## src/sv/lnwe_pkg.sv

```systemverilog
// Package for the LCD nibble write engine: field widths, microcode format and program ROM.
package lnwe_pkg;

    // Field widths
    localparam int OPCODE_W   = 2;
    localparam int BYTE_W     = 8;
    localparam int ROW_W      = 3;
    localparam int COLUMN_W   = 5;
    localparam int NUMBER_W   = 16;
    localparam int NIBBLE_W   = 4;
    localparam int NUMBER_BITS_DEF = 16;

    // Decimal digits held for a 16-bit number
    localparam int DIGITS     = 5;
    localparam int DIG_CNT_W  = 3;
    localparam int BCD_W      = DIGITS * NIBBLE_W;

    // Request opcodes
    localparam logic [OPCODE_W-1:0] OP_CMD    = 2'd0;
    localparam logic [OPCODE_W-1:0] OP_CHAR   = 2'd1;
    localparam logic [OPCODE_W-1:0] OP_CURSOR = 2'd2;
    localparam logic [OPCODE_W-1:0] OP_NUMBER = 2'd3;

    // Row base addresses
    localparam logic [BYTE_W-1:0] ROW1_BASE = 8'h80;
    localparam logic [BYTE_W-1:0] ROW2_BASE = 8'hC0;
    localparam logic [BYTE_W-1:0] ROW3_BASE = 8'h94;
    localparam logic [BYTE_W-1:0] ROW4_BASE = 8'hD4;

    // High nibble of an ASCII digit
    localparam logic [NIBBLE_W-1:0] ASCII_DIGIT_HI = 4'h3;

    // Microcode address
    localparam int UPC_W = 4;
    localparam logic [UPC_W-1:0] UPC_IDLE      = 4'd0;
    localparam logic [UPC_W-1:0] UPC_CMD       = 4'd1;
    localparam logic [UPC_W-1:0] UPC_CHAR_HI   = 4'd2;
    localparam logic [UPC_W-1:0] UPC_CHAR_LO   = 4'd3;
    localparam logic [UPC_W-1:0] UPC_CUR_HI    = 4'd4;
    localparam logic [UPC_W-1:0] UPC_CUR_LO    = 4'd5;
    localparam logic [UPC_W-1:0] UPC_CONV      = 4'd6;
    localparam logic [UPC_W-1:0] UPC_SKIP      = 4'd7;
    localparam logic [UPC_W-1:0] UPC_DIG_HI    = 4'd8;
    localparam logic [UPC_W-1:0] UPC_DIG_LO    = 4'd9;
    localparam logic [UPC_W-1:0] UPC_DIG_NEXT  = 4'd10;

    // Micro-op kinds
    localparam logic [2:0] UK_IDLE = 3'd0;  // accept a request, dispatch on opcode
    localparam logic [2:0] UK_EMIT = 3'd1;  // load one transfer when the output slot frees
    localparam logic [2:0] UK_CONV = 3'd2;  // one binary-to-BCD shift per cycle
    localparam logic [2:0] UK_SKIP = 3'd3;  // drop a leading zero digit
    localparam logic [2:0] UK_NEXT = 3'd4;  // advance to the next digit or finish

    // Nibble sources
    localparam logic [1:0] SRC_BHI = 2'd0;
    localparam logic [1:0] SRC_BLO = 2'd1;
    localparam logic [1:0] SRC_DHI = 2'd2;
    localparam logic [1:0] SRC_DLO = 2'd3;

    // Last-flag modes
    localparam logic [1:0] LAST_NO  = 2'd0;
    localparam logic [1:0] LAST_YES = 2'd1;
    localparam logic [1:0] LAST_DIG = 2'd2;

    typedef struct packed {
        logic [2:0]       kind;
        logic [1:0]       src;
        logic             rs;
        logic [1:0]       last_mode;
        logic [UPC_W-1:0] next;
    } t_uop;

    function automatic t_uop uop_rom(input logic [UPC_W-1:0] upc);
        t_uop u;
        u = '{kind: UK_IDLE, src: SRC_BLO, rs: 1'b0, last_mode: LAST_NO, next: UPC_IDLE};
        unique case (upc)
            UPC_IDLE:     u = '{UK_IDLE, SRC_BLO, 1'b0, LAST_NO,  UPC_IDLE};
            UPC_CMD:      u = '{UK_EMIT, SRC_BLO, 1'b0, LAST_YES, UPC_IDLE};
            UPC_CHAR_HI:  u = '{UK_EMIT, SRC_BHI, 1'b1, LAST_NO,  UPC_CHAR_LO};
            UPC_CHAR_LO:  u = '{UK_EMIT, SRC_BLO, 1'b1, LAST_YES, UPC_IDLE};
            UPC_CUR_HI:   u = '{UK_EMIT, SRC_BHI, 1'b0, LAST_NO,  UPC_CUR_LO};
            UPC_CUR_LO:   u = '{UK_EMIT, SRC_BLO, 1'b0, LAST_YES, UPC_IDLE};
            UPC_CONV:     u = '{UK_CONV, SRC_BLO, 1'b0, LAST_NO,  UPC_SKIP};
            UPC_SKIP:     u = '{UK_SKIP, SRC_BLO, 1'b0, LAST_NO,  UPC_DIG_HI};
            UPC_DIG_HI:   u = '{UK_EMIT, SRC_DHI, 1'b1, LAST_NO,  UPC_DIG_LO};
            UPC_DIG_LO:   u = '{UK_EMIT, SRC_DLO, 1'b1, LAST_DIG, UPC_DIG_NEXT};
            UPC_DIG_NEXT: u = '{UK_NEXT, SRC_BLO, 1'b0, LAST_NO,  UPC_DIG_HI};
            default:      u = '{UK_IDLE, SRC_BLO, 1'b0, LAST_NO,  UPC_IDLE};
        endcase
        return u;
    endfunction

endpackage

```

## src/sv/lnwe_if.sv

```systemverilog
// Handshake interfaces for requests and nibble transfers.
interface lnwe_req_if;
    logic                                valid;
    logic                                ready;
    logic [lnwe_pkg::OPCODE_W-1:0]       opcode;
    logic [lnwe_pkg::BYTE_W-1:0]         byte_value;
    logic [lnwe_pkg::ROW_W-1:0]          row;
    logic [lnwe_pkg::COLUMN_W-1:0]       column;
    logic [lnwe_pkg::NUMBER_W-1:0]       number;

    modport source (output valid, opcode, byte_value, row, column, number, input ready);
    modport sink   (input valid, opcode, byte_value, row, column, number, output ready);
endinterface

interface lnwe_xfer_if;
    logic                                valid;
    logic                                ready;
    logic                                reg_select;
    logic [lnwe_pkg::NIBBLE_W-1:0]       nibble;
    logic                                last;

    modport source (output valid, reg_select, nibble, last, input ready);
    modport sink   (input valid, reg_select, nibble, last, output ready);
endinterface

```

## src/sv/lcd_nibble_write_engine.sv

```systemverilog
// Top level of the LCD nibble write engine: microcoded sequencer and its datapath.
//
// Turns each request item into a run of 4-bit transfers for a character LCD in
// 4-bit mode, each with its register-select bit and a last flag on the final one.
// A command nibble gives one transfer, a character two, a cursor set two (rows
// 1..4 only, other rows give nothing), and a number two per decimal digit with
// leading zeros dropped. A small program ROM steps the work one micro-op per
// cycle, holding on a transfer step until the output register is free; one
// item is in work at a time and a new request is taken only when the
// sequencer is back at its idle step. A number is converted one bit per cycle
// through the binary-to-BCD shifter, capped at 16 bits. A waiting result sits
// in the output register while the sequencer goes on.
module lcd_nibble_write_engine #(
    parameter int NUMBER_BITS = lnwe_pkg::NUMBER_BITS_DEF
) (
    input  logic          i_clk,
    input  logic          i_rst_n,
    lnwe_req_if.sink      i_req,
    lnwe_xfer_if.source   o_xfer
);

    // Width of the number actually converted
    localparam int NumW = (NUMBER_BITS < lnwe_pkg::NUMBER_W) ? NUMBER_BITS : lnwe_pkg::NUMBER_W;
    localparam int CntW = $clog2(NumW + 1);
    localparam int BcdW = lnwe_pkg::BCD_W;
    localparam int NibW = lnwe_pkg::NIBBLE_W;

    // Sequencer state
    logic [lnwe_pkg::UPC_W-1:0]     r_upc, n_upc;
    lnwe_pkg::t_uop                 uop;

    // Datapath registers
    logic [lnwe_pkg::BYTE_W-1:0]    r_byte, n_byte;
    logic [NumW-1:0]                r_bin, n_bin;
    logic [BcdW-1:0]                r_bcd, n_bcd;
    logic [CntW-1:0]                r_cnt, n_cnt;
    logic [lnwe_pkg::DIG_CNT_W-1:0] r_dig, n_dig;

    // Output register
    logic                           r_out_valid, n_out_valid;
    logic                           r_out_rs, n_out_rs;
    logic [NibW-1:0]                r_out_nib, n_out_nib;
    logic                           r_out_last, n_out_last;

    logic                           req_fire;
    logic                           slot_free;
    logic                           row_ok;
    logic [lnwe_pkg::BYTE_W-1:0]    row_base;
    logic [lnwe_pkg::BYTE_W-1:0]    cur_addr;
    logic [BcdW-1:0]                bcd_adj;
    logic [NibW-1:0]                top_dig;
    logic [NibW-1:0]                src_nib;
    logic                           src_last;

    assign uop       = lnwe_pkg::uop_rom(r_upc);
    assign i_req.ready = (uop.kind == lnwe_pkg::UK_IDLE);
    assign req_fire  = i_req.valid && i_req.ready;
    assign slot_free = !r_out_valid || o_xfer.ready;
    assign top_dig   = r_bcd[BcdW-1 -: NibW];

    assign o_xfer.valid      = r_out_valid;
    assign o_xfer.reg_select = r_out_rs;
    assign o_xfer.nibble     = r_out_nib;
    assign o_xfer.last       = r_out_last;

    // Row base lookup; rows outside 1..4 emit nothing
    always_comb begin
        row_ok   = 1'b1;
        row_base = lnwe_pkg::ROW1_BASE;
        case (i_req.row)
            3'd1:    row_base = lnwe_pkg::ROW1_BASE;
            3'd2:    row_base = lnwe_pkg::ROW2_BASE;
            3'd3:    row_base = lnwe_pkg::ROW3_BASE;
            3'd4:    row_base = lnwe_pkg::ROW4_BASE;
            default: row_ok = 1'b0;
        endcase
    end

    // Base plus column minus one, wrapping in 8 bits
    assign cur_addr = row_base + {{(lnwe_pkg::BYTE_W - lnwe_pkg::COLUMN_W){1'b0}}, i_req.column}
                      + {lnwe_pkg::BYTE_W{1'b1}};

    // Add 3 to each BCD digit of 5 or more before the shift
    always_comb begin
        for (int d = 0; d < lnwe_pkg::DIGITS; d++) begin
            if (r_bcd[d*NibW +: NibW] >= 4'd5) begin
                bcd_adj[d*NibW +: NibW] = r_bcd[d*NibW +: NibW] + 4'd3;
            end else begin
                bcd_adj[d*NibW +: NibW] = r_bcd[d*NibW +: NibW];
            end
        end
    end

    // Nibble source select
    always_comb begin
        case (uop.src)
            lnwe_pkg::SRC_BHI: src_nib = r_byte[lnwe_pkg::BYTE_W-1 -: NibW];
            lnwe_pkg::SRC_BLO: src_nib = r_byte[NibW-1:0];
            lnwe_pkg::SRC_DHI: src_nib = lnwe_pkg::ASCII_DIGIT_HI;
            default:           src_nib = top_dig;
        endcase
        case (uop.last_mode)
            lnwe_pkg::LAST_YES: src_last = 1'b1;
            lnwe_pkg::LAST_DIG: src_last = (r_dig == lnwe_pkg::DIG_CNT_W'(1));
            default:            src_last = 1'b0;
        endcase
    end

    // Micro-op execution
    always_comb begin
        n_upc       = r_upc;
        n_byte      = r_byte;
        n_bin       = r_bin;
        n_bcd       = r_bcd;
        n_cnt       = r_cnt;
        n_dig       = r_dig;
        n_out_valid = r_out_valid && !o_xfer.ready;
        n_out_rs    = r_out_rs;
        n_out_nib   = r_out_nib;
        n_out_last  = r_out_last;

        unique case (uop.kind)
            lnwe_pkg::UK_IDLE: begin
                if (req_fire) begin
                    n_byte = i_req.byte_value;
                    n_bin  = i_req.number[NumW-1:0];
                    n_bcd  = '0;
                    n_cnt  = CntW'(NumW);
                    n_dig  = lnwe_pkg::DIG_CNT_W'(lnwe_pkg::DIGITS);
                    case (i_req.opcode)
                        lnwe_pkg::OP_CMD:  n_upc = lnwe_pkg::UPC_CMD;
                        lnwe_pkg::OP_CHAR: n_upc = lnwe_pkg::UPC_CHAR_HI;
                        lnwe_pkg::OP_CURSOR: begin
                            n_byte = cur_addr;
                            n_upc  = row_ok ? lnwe_pkg::UPC_CUR_HI : lnwe_pkg::UPC_IDLE;
                        end
                        default:           n_upc = lnwe_pkg::UPC_CONV;
                    endcase
                end
            end
            lnwe_pkg::UK_EMIT: begin
                // Hold until the output register frees
                if (slot_free) begin
                    n_out_valid = 1'b1;
                    n_out_rs    = uop.rs;
                    n_out_nib   = src_nib;
                    n_out_last  = src_last;
                    n_upc       = uop.next;
                end
            end
            lnwe_pkg::UK_CONV: begin
                if (r_cnt != '0) begin
                    n_bcd = {bcd_adj[BcdW-2:0], r_bin[NumW-1]};
                    n_bin = r_bin << 1;
                    n_cnt = r_cnt - CntW'(1);
                end else begin
                    n_upc = uop.next;
                end
            end
            lnwe_pkg::UK_SKIP: begin
                // Drop leading zeros, keeping at least one digit
                if (top_dig == '0 && r_dig > lnwe_pkg::DIG_CNT_W'(1)) begin
                    n_bcd = r_bcd << NibW;
                    n_dig = r_dig - lnwe_pkg::DIG_CNT_W'(1);
                end else begin
                    n_upc = uop.next;
                end
            end
            lnwe_pkg::UK_NEXT: begin
                n_bcd = r_bcd << NibW;
                n_dig = r_dig - lnwe_pkg::DIG_CNT_W'(1);
                n_upc = (r_dig > lnwe_pkg::DIG_CNT_W'(1)) ? uop.next : lnwe_pkg::UPC_IDLE;
            end
            default: n_upc = lnwe_pkg::UPC_IDLE;
        endcase
    end

    always_ff @(posedge i_clk) begin
        if (!i_rst_n) begin
            r_upc       <= lnwe_pkg::UPC_IDLE;
            r_out_valid <= 1'b0;
        end else begin
            r_upc       <= n_upc;
            r_out_valid <= n_out_valid;
        end
    end

    always_ff @(posedge i_clk) begin
        r_byte     <= n_byte;
        r_bin      <= n_bin;
        r_bcd      <= n_bcd;
        r_cnt      <= n_cnt;
        r_dig      <= n_dig;
        r_out_rs   <= n_out_rs;
        r_out_nib  <= n_out_nib;
        r_out_last <= n_out_last;
    end

endmodule
```

## src/flat_wrapper.sv

```systemverilog
// flat-port wrapper written by rule: the top's interface ports become plain ports
module lcd_nibble_write_engine_flat 
#(
    parameter int NUMBER_BITS = lnwe_pkg::NUMBER_BITS_DEF
)
  (i_clk, i_rst_n, i_req_valid, i_req_opcode, i_req_byte_value, i_req_row, i_req_column, i_req_number, i_req_ready, o_xfer_valid, o_xfer_reg_select, o_xfer_nibble, o_xfer_last, o_xfer_ready);
  lnwe_req_if i_req_i ();
  lnwe_xfer_if o_xfer_i ();
  input  logic i_clk;
  input  logic i_rst_n;
  input wire logic [$bits(i_req_i.valid)-1:0] i_req_valid;
  input wire logic [$bits(i_req_i.opcode)-1:0] i_req_opcode;
  input wire logic [$bits(i_req_i.byte_value)-1:0] i_req_byte_value;
  input wire logic [$bits(i_req_i.row)-1:0] i_req_row;
  input wire logic [$bits(i_req_i.column)-1:0] i_req_column;
  input wire logic [$bits(i_req_i.number)-1:0] i_req_number;
  output wire logic [$bits(i_req_i.ready)-1:0] i_req_ready;
  output wire logic [$bits(o_xfer_i.valid)-1:0] o_xfer_valid;
  output wire logic [$bits(o_xfer_i.reg_select)-1:0] o_xfer_reg_select;
  output wire logic [$bits(o_xfer_i.nibble)-1:0] o_xfer_nibble;
  output wire logic [$bits(o_xfer_i.last)-1:0] o_xfer_last;
  input wire logic [$bits(o_xfer_i.ready)-1:0] o_xfer_ready;
  assign i_req_i.valid = i_req_valid;
  assign i_req_i.opcode = i_req_opcode;
  assign i_req_i.byte_value = i_req_byte_value;
  assign i_req_i.row = i_req_row;
  assign i_req_i.column = i_req_column;
  assign i_req_i.number = i_req_number;
  assign i_req_ready = i_req_i.ready;
  assign o_xfer_valid = o_xfer_i.valid;
  assign o_xfer_reg_select = o_xfer_i.reg_select;
  assign o_xfer_nibble = o_xfer_i.nibble;
  assign o_xfer_last = o_xfer_i.last;
  assign o_xfer_i.ready = o_xfer_ready;
  lcd_nibble_write_engine #(.NUMBER_BITS(NUMBER_BITS)) u_core (.i_clk(i_clk), .i_rst_n(i_rst_n), .i_req(i_req_i), .o_xfer(o_xfer_i));
endmodule
```

## config.mk

```make
export PLATFORM = sky130hd
export DESIGN_NAME = lcd_nibble_write_engine_flat
export DESIGN_NICKNAME = d
export VERILOG_FILES = /design/src/sv/lnwe_pkg.sv /design/src/sv/lnwe_if.sv /design/src/sv/lcd_nibble_write_engine.sv /design/src/flat_wrapper.sv
export SDC_FILE = /design/constraint.sdc
export NUM_CORES = 1
export LEC_CHECK = 0
export ABC_AREA = 1
export CAP_MARGIN = 20
export CORE_UTILIZATION = 65
export CTS_BUF_LIST = sky130_fd_sc_hd__clkbuf_8
export DETAILED_ROUTE_END_ITERATION = 10
export DONT_BUFFER_PORTS = 1
export GPL_ROUTABILITY_DRIVEN = 0
export PLACE_DENSITY_LB_ADDON = 0.3
export SETUP_SLACK_MARGIN = 0.15
export SYNTH_ARGS = -nofsm -noshare
export SYNTH_HDL_FRONTEND = slang
export SYNTH_SLANG_ARGS = --single-unit
```

## constraint.sdc

```tcl
create_clock -name i_clk -period 7.7 [get_ports i_clk]
set_input_delay 0 -clock i_clk [delete_from_list [all_inputs] [get_ports i_clk]]
set_output_delay 0 -clock i_clk [all_outputs]
set_load 0.02 [all_outputs]
```

==> key figures <==
Timing
  – Setup TNS: 0 ps
  – Max Clock Freq: 390 MHz
  – Min Hold Slack: ~68 ps
  – Fin. max-slew vios: 0
  – Clock skew: roughly 12 ps
  – Fin. Hold Viols: 0
  – Slew headroom: 30.5%
  – Min Tclk post-route: 2570 ps
  – RSZ-0062 raised after global routing: false
  – Tcrit/Tclk final: 33.3%
  – Final setup viols: 0
  – Worst slew pin tran: 1040 ps

Layout
  – Commonest cells after routing, fill and taps aside: 120 x nand2_1, 80 x inv_1, 58 x edfxtp_1
  – FILL cells: around 380
  – Share of layout cells above drive strength 1: 8.75%
  – Commonest non-fill, non-tap cell in the layout: nand2_1
  – Nets: between 500 and 600
  – Final Util: roughly four fifths
  – Syn-to-layout area delta: 12.9%
  – ANT cells: 0

Clock network
  – Clk root buf: clkbuf_8
  – CTS Buffer Depth: 2
  – Clock Latency Late Sink: approximately 350 ps
  – Clk sinks: 75
  – Post_cts resized: 0
  – CTS tree: built
  – Clock transition at the registers of the reported paths: 80 ps
  – TritonCTS Buffers: 9
  – Hold buffer count at CTS: 29
  – Setup Fix Bufs, Post-CTS: 0
  – Htree depth: 3

Critical path
  – R2R cell count: 6
  – R2R Setup Slk: just over 5000 ps
  – Crit path max-delay cell type: inv_1
  – Critical Path RT: 7790 ps
  – Worst Path Arrival: ~2700 ps
  – Crit path max fanout: 35
  – Worst path cell trace: nand2_2, nor2_4, inv_1, nor2_1, a2111oi_2, buf_4
  – CP peak stage delay: 570 ps
  – CP Launch Type: flop
  – Crit end category: flop
  – Worst r2r dst: u_core.r_bcd[9]
  – FF-to-FF Start: u_core.uop[10]
  – Setup CP Type: reg2reg

Global routing
  – Vias in the first global route: 3139
  – Initial antenna violation count: 0
  – Tot GR Track Use: 27.0%
  – Largest net degree at the start of global routing: 36
  – GRT overflow: 0
  – First-pass GRT wire length: 13.5 mm

Drt
  – Routed met2 length: about 4.3 mm
  – Drt total wl: 8.64 mm
  – Drt wl/cell: 14.4 um
  – Final ANT Viol Nets: 0
  – Met3 wire len: roughly 560 um
  – Via Count: 3382
  – Post-route DRC: 0
  – Detailed Routing Iterations Pass 1: 6
  – WL met1: 3.68 mm
  – Initial DRC count: 237
  – DR top layer: met4
  – Via-to-Cell Ratio: 5.63

Die
  – I/O Pins: 46
  – Die outline width: 82.3 um
  – Die Y: 82.3 um
  – Initial core utilization: just under 70%
  – Core Rows: 28
  – Die area: 6770 um2
  – Core area: 6060 um2

Placed design
  – Hpwl dp: approximately 5.5 mm
  – PortBufs: 0

Run status
  – Status: completed

Run
  – Max-cap violations: 0

Synthesis
  – Synthesized Nets: 550
  – Synth Warn #: 0
  – Synth Cell Area: 4190 um2
  – Synthesized flop and latch total: 75
  – Unique masters post-synth: 33
  – Avg Inst Size Synth: 8.58 um2
  – Post-Syn Instances: around 490
  – Part of the Yosys area used for sequential elements: 49.7%

Power
  – Pleak: around 2.1 nW
  – Peak VDD IR: between 0.15 and 0.2 mV
  – Power per cell area: ~290 nW/um2

Worst hold path
  – Hold Path Class: in2reg
  – Hold path cells: 3
  – Worst Hold Endpoint: u_core.r_byte[4]
  – Hold wc startpoint: i_req_opcode[0]
## final cells by class
cell class | instances | area, um2 | area share (%)
Inverter | 84 | 318 | 6.72
Timing Repair Buffer | 30 | 298 | 6.30
Multi-Input combinational cell | 321 | 1770 | 37.4
Tap cell | 75 | 93.8 | 1.98
Clock buffer | 9 | 124 | 2.62
Clock inverter | 7 | 46.3 | 0.979
Sequential cell | 75 | 2080 | 44.0
## worst max-delay path by stage
stage	slack (ps)	to	start	cells after the start
final	5130	u_core.r_bcd[9]	u_core.uop[10]	6
after global routing	4930	u_core.r_bcd[18]	u_core.uop[10]	6
after CTS	5130	u_core.r_bcd[7]	u_core.uop[10]	6
after detailed placement	5150	u_core.r_bcd[3]	u_core.uop[10]	6
after global placement	5220	u_core.r_bcd[3]	u_core.uop[10]	6
after floorplan	3020	u_core.r_bcd[0]	u_core.r_bcd[16]	6
## cells by family after synthesis
group	after synthesis	synth area share, %
fa+ha+maj	24	7.35
simple gates	223	24.4
flops	75	49.7
buf+inv	92	8.34
xor+xnor	5	1.05
compound gates	69	9.20
## power by group
group | switching [mW] | internal, mW | leakage, nW
clock network | 0.149 | 0.116 | 0.0805
logic | 0.300 | 0.138 | 1.34
registers | 0.0737 | 0.575 | 0.699
total | 0.523 | 0.829 | 2.12
## state kept, by name, summed over array words and instances (netlist names)
name,flops
u_core.o_xfer.last,1
u_core.o_xfer.nibble,4
u_core.o_xfer.reg_select,1
u_core.o_xfer.valid,1
u_core.r_bcd,20
u_core.r_bin,16
u_core.r_byte,8
u_core.r_cnt,5
u_core.r_dig,3
u_core.r_upc,4
u_core.uop,12
## worst max-delay path, delay by kind of cell, from the launching register on
kind	cells	cell delay, ps
AND/OR/NAND/NOR	3	930
buffers and inverters	2	810
flip-flops	1	490
AO/OA/AOI/OAI	1	70
## layer usage
metal / track usage, % / vias to the layer above
li1: - / 1658
met1: 33.7 / 1553
met2: 46.6 / 157
met3: 4.51 / 14
met4: 10.9 / 0
met5: 0 / -
## through the flow
stage               total power, mW  cell area (um2)  setup slack [ps]  instances
finish                         1.35             4730              5130        601
global route                   1.44             4730              4930        601
CTS                            1.35             4730              5130        601
detailed placement             1.07             4270              5150        556
global placement               1.05             4270              5220        556
floorplan                     0.971             4190              3020        488
## Yosys cell counts (all sizes together)
| cell | number | area (um2) |
|---|---|---|
| ha | 23 | 288 |
| a21oi | 11 | 55.1 |
| inv | 84 | 318 |
| a2111oi | 1 | 8.76 |
| dfxtp | 17 | 340 |
| o211ai | 4 | 30.0 |
| o31ai | 1 | 7.51 |
| nand3 | 39 | 223 |
| fa | 1 | 20.0 |
| buf | 1 | 5.00 |
| edfxtp | 58 | 1740 |
| xnor2 | 1 | 8.76 |
| o32ai | 4 | 35.0 |
| xor2 | 4 | 35.0 |
| nor2 | 49 | 239 |
| o22ai | 4 | 25.0 |
| o21ai | 43 | 215 |
| nand4 | 2 | 12.5 |
| clkbuf | 7 | 26.3 |
| nor3 | 1 | 5.00 |
| nand2 | 131 | 534 |
| o22a | 1 | 8.76 |
| or2 | 1 | 6.26 |
No activity file was read; power rests on OpenSTA's default activity.
